## src/rtl/acp_pkg.sv

```systemverilog
// Types and constants of the command APDU parser.
// Used by every module of the block and by its checker; depends on nothing.
package acp_pkg;

  localparam int unsigned QDEPTH = 2;

  localparam logic [16:0] CNT_MAX     = 17'h1FFFF;
  localparam logic [16:0] LONG_IDX    = 17'h0FFFF;  // index at which length exceeds 65535
  localparam logic [16:0] IDX_B4      = 17'd4;
  localparam logic [16:0] IDX_B5      = 17'd5;
  localparam logic [16:0] IDX_B6      = 17'd6;
  localparam logic [15:0] HDR_LEN     = 16'd4;
  localparam logic [15:0] SHORT_LE_LEN = 16'd5;
  localparam logic [15:0] EXT_LE_LEN  = 16'd7;
  localparam logic [7:0]  EXT_MARK    = 8'h00;
  localparam logic [2:0]  NO_OFF      = 3'd0;
  localparam logic [2:0]  SHORT_OFF   = 3'd5;
  localparam logic [2:0]  EXT_OFF     = 3'd7;

  typedef struct packed {
    logic [7:0] in_byte;
    logic       last_byte;
  } acp_in_t;

  typedef struct packed {
    logic        ok;
    logic [7:0]  cla;
    logic [7:0]  ins;
    logic [7:0]  p1;
    logic [7:0]  p2;
    logic [15:0] lc;
    logic [15:0] le;
    logic        has_le;
    logic [2:0]  data_offset;
  } acp_out_t;

  // One finished APDU as captured by the front part, current byte merged in.
  typedef struct packed {
    logic            too_long;
    logic [15:0]     len;
    logic [3:0][7:0] hdr;
    logic [7:0]      b4;
    logic [7:0]      b5;
    logic [7:0]      b6;
    logic [7:0]      t1;
    logic [7:0]      t0;
  } acp_rec_t;

endpackage

```

## src/rtl/acp_front.sv

```systemverilog
// Front part of the command APDU parser: counts and captures bytes.
// Emits one acp_pkg::acp_rec_t record per final byte; depends on acp_pkg.
module acp_front (
  input  logic              clk,
  input  logic              rst_n,
  input  logic              accept,
  input  acp_pkg::acp_in_t  item,
  output logic              rec_push,
  output acp_pkg::acp_rec_t rec
);

  logic [16:0]     byte_count_r;
  logic [3:0][7:0] hdr_r;
  logic [7:0]      b4_r;
  logic [7:0]      b5_r;
  logic [7:0]      b6_r;
  logic [7:0]      t0_r;

  logic [3:0][7:0] hdr_nxt;
  logic [7:0]      b4_nxt;
  logic [7:0]      b5_nxt;
  logic [7:0]      b6_nxt;
  logic [16:0]     byte_count_nxt;

  always_comb begin
    for (int i = 0; i < 4; i++) begin
      hdr_nxt[i] = (byte_count_r == 17'(i)) ? item.in_byte : hdr_r[i];
    end
    b4_nxt = (byte_count_r == acp_pkg::IDX_B4) ? item.in_byte : b4_r;
    b5_nxt = (byte_count_r == acp_pkg::IDX_B5) ? item.in_byte : b5_r;
    b6_nxt = (byte_count_r == acp_pkg::IDX_B6) ? item.in_byte : b6_r;
    byte_count_nxt = (byte_count_r == acp_pkg::CNT_MAX) ? byte_count_r
                                                         : byte_count_r + 17'd1;
  end

  always_comb begin
    rec_push     = accept && item.last_byte;
    rec.too_long = (byte_count_r >= acp_pkg::LONG_IDX);
    rec.len      = byte_count_r[15:0] + 16'd1;
    rec.hdr      = hdr_nxt;
    rec.b4       = b4_nxt;
    rec.b5       = b5_nxt;
    rec.b6       = b6_nxt;
    rec.t1       = t0_r;
    rec.t0       = item.in_byte;
  end

  always_ff @(posedge clk) begin
    if (!rst_n) begin
      byte_count_r <= '0;
      hdr_r        <= '0;
      b4_r         <= '0;
      b5_r         <= '0;
      b6_r         <= '0;
      t0_r         <= '0;
    end else if (accept) begin
      if (item.last_byte) begin
        byte_count_r <= '0;
        hdr_r        <= '0;
        b4_r         <= '0;
        b5_r         <= '0;
        b6_r         <= '0;
        t0_r         <= '0;
      end else begin
        byte_count_r <= byte_count_nxt;
        hdr_r        <= hdr_nxt;
        b4_r         <= b4_nxt;
        b5_r         <= b5_nxt;
        b6_r         <= b6_nxt;
        t0_r         <= item.in_byte;
      end
    end
  end

endmodule

```

## src/rtl/acp_cmd_queue.sv

```systemverilog
// Two-entry queue of captured APDU records between front and back parts.
// Depends on acp_pkg.
module acp_cmd_queue (
  input  logic              clk,
  input  logic              rst_n,
  input  logic              push,
  input  acp_pkg::acp_rec_t push_rec,
  input  logic              pop,
  output logic              full,
  output logic              empty,
  output acp_pkg::acp_rec_t head
);

  acp_pkg::acp_rec_t mem_r [acp_pkg::QDEPTH];
  logic              wr_ptr_r;
  logic              rd_ptr_r;
  logic [1:0]        count_r;

  logic do_push;
  logic do_pop;

  assign full    = (count_r == 2'(acp_pkg::QDEPTH));
  assign empty   = (count_r == 2'd0);
  assign head    = mem_r[rd_ptr_r];
  assign do_push = push && !full;
  assign do_pop  = pop && !empty;

  always_ff @(posedge clk) begin
    if (do_push) begin
      mem_r[wr_ptr_r] <= push_rec;
    end
  end

  always_ff @(posedge clk) begin
    if (!rst_n) begin
      wr_ptr_r <= 1'b0;
      rd_ptr_r <= 1'b0;
      count_r  <= 2'd0;
    end else begin
      if (do_push) wr_ptr_r <= !wr_ptr_r;
      if (do_pop)  rd_ptr_r <= !rd_ptr_r;
      if (do_push && !do_pop)      count_r <= count_r + 2'd1;
      else if (do_pop && !do_push) count_r <= count_r - 2'd1;
    end
  end

endmodule

```

## src/rtl/acp_back.sv

```systemverilog
// Back part of the command APDU parser: classifies a captured record by the
// ISO 7816-4 rules and holds results in a two-entry output queue. Depends on acp_pkg.
module acp_back (
  input  logic              clk,
  input  logic              rst_n,
  input  logic              rec_avail,
  input  acp_pkg::acp_rec_t rec,
  output logic              rec_take,
  input  logic              out_pop,
  output logic              out_empty,
  output acp_pkg::acp_out_t out_item
);

  acp_pkg::acp_out_t res;
  logic [15:0]       n;
  logic [15:0]       ext;
  logic [16:0]       ext_end;
  logic [16:0]       ext_end2;
  logic [15:0]       short_end;
  logic [15:0]       short_end1;

  acp_pkg::acp_out_t mem_r [acp_pkg::QDEPTH];
  logic              wr_ptr_r;
  logic              rd_ptr_r;
  logic [1:0]        count_r;
  logic              oq_full;
  logic              do_pop;

  always_comb begin
    n          = rec.len;
    ext        = {rec.b5, rec.b6};
    ext_end    = {1'b0, ext} + 17'd7;
    ext_end2   = {1'b0, ext} + 17'd9;
    short_end  = {8'd0, rec.b4} + 16'd5;
    short_end1 = {8'd0, rec.b4} + 16'd6;

    res = '0;
    // An overlong APDU still reports its header bytes.
    if (rec.too_long || n >= acp_pkg::HDR_LEN) begin
      res.cla = rec.hdr[0];
      res.ins = rec.hdr[1];
      res.p1  = rec.hdr[2];
      res.p2  = rec.hdr[3];
    end
    if (!rec.too_long && n >= acp_pkg::HDR_LEN) begin
      if (n == acp_pkg::HDR_LEN) begin
        res.ok = 1'b1;
      end else if (rec.b4 == acp_pkg::EXT_MARK && n >= acp_pkg::EXT_LE_LEN) begin
        // Extended length: a zero marker byte followed by two length bytes.
        if (n == acp_pkg::EXT_LE_LEN) begin
          res.ok     = 1'b1;
          res.le     = ext;
          res.has_le = 1'b1;
        end else if ({1'b0, n} == ext_end) begin
          res.ok          = 1'b1;
          res.lc          = ext;
          res.data_offset = acp_pkg::EXT_OFF;
        end else if ({1'b0, n} == ext_end2) begin
          res.ok          = 1'b1;
          res.lc          = ext;
          res.data_offset = acp_pkg::EXT_OFF;
          res.has_le      = 1'b1;
          res.le          = {rec.t1, rec.t0};
        end
      end else if (n == acp_pkg::SHORT_LE_LEN) begin
        res.ok     = 1'b1;
        res.le     = {8'd0, rec.b4};
        res.has_le = 1'b1;
      end else if (rec.b4 != acp_pkg::EXT_MARK) begin
        if (n == short_end) begin
          res.ok          = 1'b1;
          res.lc          = {8'd0, rec.b4};
          res.data_offset = acp_pkg::SHORT_OFF;
        end else if (n == short_end1) begin
          res.ok          = 1'b1;
          res.lc          = {8'd0, rec.b4};
          res.data_offset = acp_pkg::SHORT_OFF;
          res.le          = {8'd0, rec.t0};
          res.has_le      = 1'b1;
        end
      end
    end
  end

  assign oq_full   = (count_r == 2'(acp_pkg::QDEPTH));
  assign rec_take  = rec_avail && !oq_full;
  assign out_empty = (count_r == 2'd0);
  assign out_item  = mem_r[rd_ptr_r];
  assign do_pop    = out_pop && !out_empty;

  always_ff @(posedge clk) begin
    if (rec_take) begin
      mem_r[wr_ptr_r] <= res;
    end
  end

  always_ff @(posedge clk) begin
    if (!rst_n) begin
      wr_ptr_r <= 1'b0;
      rd_ptr_r <= 1'b0;
      count_r  <= 2'd0;
    end else begin
      if (rec_take) wr_ptr_r <= !wr_ptr_r;
      if (do_pop)   rd_ptr_r <= !rd_ptr_r;
      if (rec_take && !do_pop)      count_r <= count_r + 2'd1;
      else if (do_pop && !rec_take) count_r <= count_r - 2'd1;
    end
  end

endmodule

```

## src/rtl/apdu_command_parser.sv

```systemverilog
// Command APDU parser: takes one byte per cycle, the last byte of each APDU
// flagged, and delivers one classified result per APDU: header only, short or
// extended Le only, short or extended data, or data followed by Le.
// Depends on acp_pkg, acp_front, acp_cmd_queue and acp_back.
//
// A byte is taken every cycle while in_full is low. Only the final byte of an
// APDU produces a record; records pass through a two-entry queue to the
// decoder, whose results wait in a two-entry output queue. A record is
// registered in the command queue and its result in the output queue, where
// it waits on out_item to be popped. in_full rises only when both queues hold
// records the consumer has not popped, so with pop held high the sustained
// rate is one byte per cycle.
module apdu_command_parser (
  input  logic              clk,
  input  logic              rst_n,
  input  logic              in_push,
  output logic              in_full,
  input  acp_pkg::acp_in_t  in_item,
  output logic              out_empty,
  input  logic              out_pop,
  output acp_pkg::acp_out_t out_item
);

  logic              accept;
  logic              rec_push;
  acp_pkg::acp_rec_t rec;
  logic              cq_full;
  logic              cq_empty;
  acp_pkg::acp_rec_t cq_head;
  logic              rec_take;

  assign in_full = cq_full;
  assign accept  = in_push && !cq_full;

  acp_front u_front (
    .clk      (clk),
    .rst_n    (rst_n),
    .accept   (accept),
    .item     (in_item),
    .rec_push (rec_push),
    .rec      (rec)
  );

  acp_cmd_queue u_cmdq (
    .clk      (clk),
    .rst_n    (rst_n),
    .push     (rec_push),
    .push_rec (rec),
    .pop      (rec_take),
    .full     (cq_full),
    .empty    (cq_empty),
    .head     (cq_head)
  );

  acp_back u_back (
    .clk       (clk),
    .rst_n     (rst_n),
    .rec_avail (!cq_empty),
    .rec       (cq_head),
    .rec_take  (rec_take),
    .out_pop   (out_pop),
    .out_empty (out_empty),
    .out_item  (out_item)
  );

endmodule

```

## config.mk

```make
export PLATFORM = sky130hd
export DESIGN_NAME = apdu_command_parser
export DESIGN_NICKNAME = d
export VERILOG_FILES = /design/src/rtl/acp_pkg.sv /design/src/rtl/acp_front.sv /design/src/rtl/acp_cmd_queue.sv /design/src/rtl/acp_back.sv /design/src/rtl/apdu_command_parser.sv
export SDC_FILE = /design/constraint.sdc
export NUM_CORES = 1
export LEC_CHECK = 0
export BUFFER_PORTS_ARGS = -buffer_cell sky130_fd_sc_hd__buf_4
export CAP_MARGIN = 20
export CORE_AREA = 2 2 174 176
export CTS_CLUSTER_SIZE = 12
export DETAILED_ROUTE_END_ITERATION = 12
export DIE_AREA = 0 0 176 178
export PLACE_DENSITY_LB_ADDON = 0.05
export SLEW_MARGIN = 10
export SYNTH_ARGS = -nofsm -noshare
export SYNTH_HDL_FRONTEND = slang
export SYNTH_SLANG_ARGS = --single-unit
```

## constraint.sdc

```tcl
create_clock -name clk -period 11.5 [get_ports clk]
set_input_delay 0.575 -clock clk [delete_from_list [all_inputs] [get_ports clk]]
set_output_delay 0.575 -clock clk [all_outputs]
set_load 0.02 [all_outputs]
```

# Yosys cells after proc, flatten, opt, wreduce, memory -nomap -nowiden
# Memories as Yosys holds them, arrays and structs flattened. A register that Yosys moved wholly into a read port is not among the register bits.
# Cells that the tools add are included.
word_totals:
  ff_bits: 89
  ramBits: 316
  input_bits: 13
  output_inout_bits: 71
  word_cells: 136
  mem_count: 2
mem_list:
  columns: ["memory", "depth", "word_bits", "read_ports", "rd_ports_with_merged_regs", "wr", "line", "text"]
  rows:
  - ["u_cmdq.mem_r", 2, 89, 1, 1, 1, "acp_cmd_queue.sv:14", "acp_pkg::acp_rec_t mem_r [acp_pkg::QDEPTH];"]
  - ["u_back.mem_r", 2, 69, 1, 1, 1, "acp_back.sv:22", "acp_pkg::acp_out_t mem_r [acp_pkg::QDEPTH];"]
classes:
  n_addsub: 10
  order_cmp: 3
  n_eq_ne: 17
  n_mux: 55
  n_reduce_logical: 34
ops:
  columns: ["cell", "n"]
  rows:
  - ["2-to-1 mux 36 bit", 5]
  - ["2-to-1 mux 17 bit", 6]
  - ["2-to-1 mux 8 bit", 11]
  - ["2-to-1 mux 16 bit", 4]
  - ["2-to-1 mux 32 bit", 2]
  - ["== test 17 x 3 -> 1 bit, second input constant", 3]
  - ["== test 16 x 3 -> 1 bit, second input constant", 3]
  - ["== test 16 x 17 -> 1 bit", 2]
  - ["== test 17 x 2 -> 1 bit, second input constant", 2]
  - ["== test 16 bit", 2]
  - ["greater-or-equal comparator 16 x 3 -> 1 bit, second input constant", 2]
  - ["2-to-1 mux 28 bit", 1]
  - ["adder 8 x 3 -> 9 bit, second input constant", 2]
  - ["2-to-1 mux 1 bit", 18]
  - ["adder 16 x 3 -> 17 bit, second input constant", 1]
  - ["adder 16 x 4 -> 17 bit, second input constant", 1]
  - ["adder 17 x 1 -> 17 bit, second input constant", 1]
  - ["== test 17 x 1 -> 1 bit, second input constant", 1]
  - ["== test 17 bit, second input constant", 1]
  - ["greater-or-equal comparator 17 x 16 -> 1 bit, second input constant", 1]
  - ["logical NOT 17 bit", 1]
  - ["adder 16 x 1 -> 16 bit, second input constant", 1]
  - ["logical NOT 1 bit", 13]
  - ["logical AND 1 bit", 12]
  - ["other kinds (12)", 23]

# Logic depth before layout (Yosys ltp)
# Gate-level depths: netlist of run 1.
logic_depth:
  depth_word: 9
  mapped_depth: 19
  ltp_nobuf: 13

# Cells and area by module
# A second synthesis of run 1 with hierarchy kept.
hier_totals:
  cells_unflattened: 1307
  hier_area_um2: 18273.8
by_module_without_submodules:
  columns: ["mod", "n_inst", "cells_each", "area_each_um2", "seq_area_each_um2"]
  rows:
  - ["acp_back", 1, 594, 7552.2, 4184.0]
  - ["acp_cmd_queue", 1, 302, 6687.7, 5445.2]
  - ["acp_front", 1, 409, 4016.4, 1621.6]
  - ["apdu_command_parser", 1, 2, 17.5, 0.0]

# Least setup slack after synthesis of run 1
# OpenSTA, ideal clock, no wires.
synth_timing:
  kind: "in2reg"
  startpoint: "in in_item[0] (netlist bit)"
  endpoint: "mem u_cmdq.mem_r[0][0] (netlist bit) (enable)"
  setup_ns: 0.539
  t_arrival_ns: 4.697
  t_required_ns: 10.961
  path_slack_ns: 6.264
  path_stages: 3
  n_path_buf: 1
  path_cell_list: "clkbuf_1 -> nand2_1 -> nor2_1"
synth_between:
  elab_chain_len: 4
synth_rtl:
  columns: ["item", "line", "text"]
  rows:
  - ["start, declared", "apdu_command_parser.sv:18", "input acp_pkg::acp_in_t in_item,"]
  - ["logical AND 1 bit", "acp_front.sv:37", "rec_push = accept && item.last_byte;"]
  - ["logical AND 1 bit", "acp_cmd_queue.sv:25", "assign do_push = push && !full;"]
  - ["2-to-1 mux 1 bit", "acp_cmd_queue.sv:29", "if (do_push) begin"]
  - ["2-to-1 mux 1 bit (not written as such)", "acp_cmd_queue.sv:30", "mem_r[wr_ptr_r] <= push_rec;"]
  - ["end, declared", "acp_cmd_queue.sv:14", null]
# No other way between the ends.

==> metrics.md, run 1 <==
| Metric | Value |
|---|---|
| Max frequency | 199 MHz |
| Die Wd | 176 um |
| Worst-path clk slew | 0.06 ns |
| WHS Path Cells | 1 |
| P_leak | 7.21 nW |
| HPWL Detailed | 27700 um |
| # setup viols final | 0 |
| Most used cell, CP | buf_4 |
| Antenna Nets Post-Route | 0 |
| GRT Util Overall | 27.6% |
| Root buf cell | clkbuf_16 |
| R2R cell count | 13 |
| Via count | 11800 |
| Syn Std Cell Area | 18600 sq um |
| Clock Skew | 0.0147 ns |
| Setup crit end kind | flip-flop |
| Synth Area in Compound Gates | 8.02% |
| CTS Hold Bufs | 0 |
| Global-route wire length before repair | 65400 um |
| CORE AREA | 29400 sq um |
| Area growth, synth to finish | 11.7% |
| CTS tree | done |
| Number of inserted diodes | 0 |
| VDD IR-drop max | 143 uV |
| Vias in the first global route | 11300 |
| Final count of pins violating max slew | 0 |
| Worst path slowest cell | dfxtp_4 |
| XOR/XNOR Fraction of Synth Area | 4.27% |
| Critical-path cell list | buf_4 > buf_4 > mux2i_1 > inv_1 > ha_1 > a211oi_1 > a21oi_1 > nor3_1 > a31oi_1 > or4_4 > o41ai_4 > nand3b_4 > o22ai_1 |
| Final hold vios | 0 |
| EDFF count, synth | 314 |
| WP data required | 11.86 ns |
| Largest net degree at the start of global routing | 92 |
| Placed instance count | 1838 |
| Critical path class | flip-flop to flip-flop |
| Most used flip-flop cell after synthesis | edfxtp_1 |
| TritonCTS Sinks | 405 |
| #FFs+latches synth | 405 |
| Largest family of logic cells by synthesized area | multiplexers |
| Simple-Gate Fraction of Synth Area | 10.7% |
| Initial antenna violation count | 4 |
| Clock Latency Late Sink | 0.55 ns |
| R2r setup slk | 6.48 ns |
| Total grt overflow | 0 |
| Setup TNS Final | 0 ns |
| Drt total wl | 43100 um |
| Crit-path max FO | 46 |
| Worst slew pin tran | 0.981 ns |
| Setup ws final | 6.48 ns |
| Synth async-reset ratio | 0% |
| Die Height | 178 um |
| Post-synthesis sequential area ratio | 60.3% |
| Area of the die | 31300 sq um |
| Setup WS pre-CTS | 6.61 ns |
| Wire length per cell | 22.5 um |
| Unrepaired setup endpoints after global routing | no |
| Power Density | 217 nW/um^2 |
| CTS H-tree lvls | 2 |
| Final routed DRC violation total | 0 |
| Initial Util | 63.4% |
| Tcrit/Tclk final | 43.7% |
| Layout cells sized above 1 | 20.9% |
| Drt pass-1 iters | 5 |
| Yosys warns | 0 |
| Distinct cells, synth | 66 |
| Finished Layout Cells | 1916 |
| CTS resizes | 0 |
| Hold Crit Class | input pin to flip-flop |
| Post-Synth Adder-Cell Area | 0.939% |
| Rows | 63 |
| Rel. slew slack | 34.4% |
| Max-cap violations | 0 |
| Layout Nets | 1520 |
| TritonCTS buffer count | 42 |
| Portion of netlist area occupied by mux cells | 13.2% |
| Critical path arrival | 5.38 ns |
| Max incr delay on CP | 0.66 ns |
| Number of port buffers | 83 |
| Post-Syn Instances | 1435 |
| Post-CTS Repair Setup Buffers | 0 |
| Run status | completed |
| Final min period | 5.02 ns |
| Avg Cell Area, Syn | 13.0 sq um |
| Max Root-Sink Buffers | 3 |
| Routed vias/inst | 6.18 |
| CP Launch Type | flip-flop |
| Iteration-0 DRC Markers | 1088 |
| # IOs | 84 |
| Routability congestion estimate | 0.935 |
| Syn_nets | 1462 |
[layer usage]
metal / routed length [um] / share of wire, % / global-route usage (%) / vias up
met2: 20400 / 47 / 44.9 / 436
met3: 3050 / 7.1 / 4.94 / 74
met5: 13 / 0.030 / 0 / -
met4: 1070 / 2.5 / 7.82 / 2
li1: - / - / - / 5460
met1: 18600 / 43 / 38.5 / 5864
[critical path: cells and delay by family, from the launching register on]
family	cells	cell delay, ns
AO/OA/AOI/OAI	5	1.04
multiplexers	1	0.63
flip-flops	1	0.66
adder cells (fa/ha/maj)	1	0.24
AND/OR/NAND/NOR	3	0.92
buffers and inverters	3	1.31
[logic make-up (layout without fill, tap and decap cells)]
kind of cell / Yosys count / in the layout
xor gates and xnor gates: 91 / 91
muxes: 227 / 227
AOI/OAI and AO/OA: 218 / 218
and+or+nand+nor: 380 / 380
DFF: 405 / 405
adders and majority gates: 14 / 14
buffers and inverters: 100 / 191
[sequential cells by signal (all words and copies together), names as in the netlist, named ones only]
name / flops
u_back.mem_r: 136
u_back.count_r: 2
u_front.hdr_r: 32
u_front.b6_r: 8
u_cmdq.count_r: 2
u_front.t0_r: 8
u_cmdq.rd_ptr_r: 1
u_front.byte_count_r: 17
u_cmdq.wr_ptr_r: 1
u_front.b4_r: 8
u_back.wr_ptr_r: 1
u_cmdq.mem_r: 178
u_back.rd_ptr_r: 1
u_front.b5_r: 8
[per-stage QoR]
stage	hold slack (ns)	utilization (%)	total power [mW]	cell area, sq um
CTS	0.389	70.8	4.56	20800
floorplan	0.426	-	2.82	18600
global placement	0.436	66.3	3.22	19500
detailed placement	0.445	66.3	3.24	19500
finish	0.404	70.9	4.53	20800
global route	0.389	70.9	4.71	20800
[where the power goes]
| group | internal [mW] | total (mW) | switching, mW | leakage, nW |
|---|---|---|---|---|
| clock | 0.779 | 1.32 | 0.541 | 0.647 |
| combinational | 0.519 | 1.27 | 0.755 | 2.87 |
| sequential | 1.84 | 1.93 | 0.0930 | 3.69 |
| total | 3.14 | 4.53 | 1.39 | 7.21 |
[cell type report]
cell class	count	area, sq um
sequential	405	11300
clock inverter	6	101
timing repair buffer	97	728
multi-input combinational	930	6960
clock buffer	71	1240
fill	2068	8560
inverter	17	63.8
tap	390	488
[cell usage in the layout, fill, tap and decap left out, types with 34 or more instances in the layout]
master     netlist  final
clkbuf_16        0     43
buf_4            9     97
a21oi_1         40     40
nor2b_1         78     78
a22oi_1         66     66
xnor2_1         57     57
mux2_2         147    147
dfxtp_1         91     89
mux2i_1         79     79
xor2_1          34     34
edfxtp_1       314    314
nand2_1         56     55
nor2_1         105    101
[worst paths after layout]
check                   from                  end
max reg2reg        flip-flop  u_back.mem_r[0][20]
min reg2reg  u_front.t0_r[3]  u_cmdq.mem_r[1][11]
min               in_item[6]   u_cmdq.mem_r[1][5]
max                flip-flop  u_back.mem_r[0][20]
[synthesized netlist by cell type (all sizes together), types with 2 or more instances]
cell type  count  share of area, %
nor3          20              0.54
o21a           3              0.12
nand2b         6              0.20
edfxtp       314                51
a21o           2             0.080
a221oi         4              0.19
clkbuf        48              0.97
o31ai          4              0.16
o2111ai        3              0.14
dfxtp         91               9.8
o21bai         2             0.080
nor4           9              0.30
and2          16              0.54
inv           17              0.34
nand2         56               1.1
xnor2         57               2.7
and4           3              0.14
or2            3              0.10
nand3b        11              0.51
xor2          34               1.6
a211o          2             0.094
nand4          7              0.23
and3          12              0.40
a21oi         40               1.1
or3            6              0.20
mux2i         79               4.2
o22ai         12              0.40
a31oi          6              0.20
nor2b         78               2.6
a211oi        19              0.76
ha            14              0.94
o21ai         30              0.87
o211ai         5              0.20
a21boi        10              0.40
mux2         148               9.0
or4            5              0.24
buf           35               1.2
nor3b         10              0.40
a22oi         66               2.7
nand3         26              0.70
and4b          2              0.11
nor2         107               2.2
No activity file was read; power rests on OpenSTA's default activity.
==> run 2, diff against run 1 <==
CORE_AREA = 2 2 186 188   (was 2 2 174 176)
DIE_AREA = 0 0 188 190   (was 0 0 176 178)
clock period = 4.2 ns   (was 11.5 ns; I/O delays follow)
==> metrics.md, run 2 (same netlist as run 1, synthesis figures left out) <==
| Metric | Value |
|---|---|
| Run status | completed (unchanged) |
| Hold Crit Class | input pin to flip-flop (unchanged) |
| Vias in the first global route | 11100 (was 11300) |
| Final hold vios | 0 (unchanged) |
| Rows | 68 (was 63) |
| Clock Skew | 0.0186 ns (was 0.0147 ns) |
| Total grt overflow | 0 (unchanged) |
| Die Height | 190 um (was 178 um) |
| Critical path arrival | 4.14 ns (was 5.38 ns) |
| Post-CTS Repair Setup Buffers | 0 (unchanged) |
| Iteration-0 DRC Markers | 1114 (was 1088) |
| TritonCTS Sinks | 405 (unchanged) |
| Max FFs per register | 178 (unchanged) |
| Root buf cell | clkbuf_16 (unchanged) |
| Final min period | 3.80 ns (was 5.02 ns) |
| TritonCTS buffer count | 43 (was 42) |
| Tcrit/Tclk final | 90.4% (was 43.7%) |
| Routability congestion estimate | 0.895 (was 0.935) |
| Max Root-Sink Buffers | 3 (unchanged) |
| CTS tree | done (unchanged) |
| Final routed DRC violation total | 0 (unchanged) |
| Max-cap violations | 0 (unchanged) |
| Setup WS pre-CTS | 0.525 ns (was 6.61 ns) |
| Number of inserted diodes | 0 (unchanged) |
| HPWL Detailed | 28100 um (was 27700 um) |
| WP data required | 4.54 ns (was 11.86 ns) |
| CTS H-tree lvls | 2 (unchanged) |
| CTS resizes | 0 (unchanged) |
| Setup crit end kind | flip-flop (unchanged) |
| Layout Nets | 1527 (was 1520) |
| # IOs | 84 (unchanged) |
| Drt pass-1 iters | 6 (was 5) |
| Clock Latency Late Sink | 0.54 ns (was 0.55 ns) |
| Setup TNS Final | 0 ns (unchanged) |
| Worst-path clk slew | 0.06 ns (about the same) |
| Global-route wire length before repair | 66300 um (was 65400 um) |
| Die Wd | 188 um (was 176 um) |
| Drt total wl | 43400 um (was 43100 um) |
| Finished Layout Cells | 1989 (was 1916) |
| Power Density | 591 nW/um^2 (was 217 nW/um^2) |
| GRT Util Overall | 24.2% (was 27.6%) |
| Critical path class | flip-flop to flip-flop (unchanged) |
| Reg with most FFs | u_cmdq.mem_r (unchanged) |
| Most common cell after layout, fill and taps aside | edfxtp_1 (unchanged) |
| Routed vias/inst | 5.83 (was 6.18) |
| Largest net degree at the start of global routing | 92 (unchanged) |
| Layout cells sized above 1 | 21.2% (was 20.9%) |
| Area of the die | 35700 sq um (was 31300 sq um) |
| Wire length per cell | 21.8 um (was 22.5 um) |
| Placed instance count | 1910 (was 1838) |
| Initial antenna violation count | 3 (was 4) |
| FILL cells | 2669 (was 2068) |
| Via count | 11600 (was 11800) |
| Rel. slew slack | 32.8% (was 34.4%) |
| Max frequency | 263 MHz (was 199 MHz) |
| CTS Hold Bufs | 0 (unchanged) |
| Worst slew pin tran | 1.00 ns (was 0.981 ns) |
| Number of port buffers | 83 (unchanged) |
| Final count of pins violating max slew | 0 (unchanged) |
| P_leak | 7.26 nW (was 7.21 nW) |
| Most frequent cells in the layout | edfxtp_1, mux2_2, nor2_1, buf_4, dfxtp_1 (unchanged) |
| CORE AREA | 33900 sq um (was 29400 sq um) |
| Top flop regs | u_cmdq.mem_r: 178 flops, u_back.mem_r: 136 flops, u_front.hdr_r: 32 flops (unchanged) |
| Unrepaired setup endpoints after global routing | no (unchanged) |
| Initial Util | 54.9% (was 63.4%) |
| CP Launch Type | flip-flop (unchanged) |
| # setup viols final | 0 (unchanged) |
| VDD IR-drop max | 419 uV (was 143 uV) |
| Antenna Nets Post-Route | 0 (unchanged) |
| Setup ws final | 0.402 ns (was 6.48 ns) |
| Area growth, synth to finish | 12.8% (was 11.7%) |
| Crit-path max FO | 25 (was 46) |
==> run 2: cell types whose count changed in the layout (fill, tap and decap cells not counted), sizes merged <==
| cell | previous run | this run |
|---|---|---|
| buf | 97 | 103 |
| bufinv | 2 | 1 |
| clkbuf | 71 | 68 |
| clkinv | 4 | 7 |
| clkinvlp | 0 | 1 |
| inv | 17 | 19 |
==> run 2: worst paths after layout <==
kind	startpoint	end	slack (ns)	cells after the start
max	flip-flop	u_back.mem_r[1][4]	0.40	9
min	in_item[6]	u_cmdq.mem_r[1][5]	0.05	1
max reg2reg	flip-flop	u_back.mem_r[1][4]	0.40	9
min reg2reg	u_front.t0_r[1]	u_cmdq.mem_r[0][9]	0.45	0
==> run 2: worst max-delay path, stage by stage (launching register included) <==
cell       delay, ns
dfxtp_4         0.57
mux2i_1         0.73
ha_1            0.38
xnor2_1         0.16
o2111ai_1       0.14
a21oi_1         0.15
o2111ai_1       0.32
nor2b_1         0.65
a21oi_1         0.16
a211oi_1        0.32
==> run 2: per-stage QoR <==
step	utilization, %	power (mW)	area [sq um]	hold WS (ns)
3_5_place_dp	58.0	8.92	19700	0.441
4_1_cts	61.9	12.5	21000	0.0464
2_1_floorplan	-	7.70	18600	0.309
3_3_place_gp	58.0	8.88	19700	0.433
5_1_grt	61.9	13.0	21000	0.0289
6_report	61.9	12.4	21000	0.0510
==> run 2: final cells by class <==
type                    instances  area [sq um]  area share [%]
multi-input cells             930          6950            33.1
inverters                      17          63.8           0.303
flip-flops and latches        405         11300            53.5
clock inverters                11          93.8           0.446
clock buffers                  68          1250            5.96
repair buffers                103           836            3.98
well taps                     455           569            2.71
==> run 2: report_power, final <==
part	leakage, nW	internal, mW	switching [mW]
sequential	3.69	5.03	0.257
clock	0.648	2.11	1.50
combinational	2.92	1.48	2.04
==> run 2: metal layers <==
metal / up-vias / GRT usage [%] / share of wire, %
li1: 5469 / - / -
met1: 5693 / 35.0 / 46
met2: 368 / 38.6 / 46
met3: 67 / 3.08 / 5.4
met4: 2 / 6.57 / 2.5
met5: - / 0 / 0.025
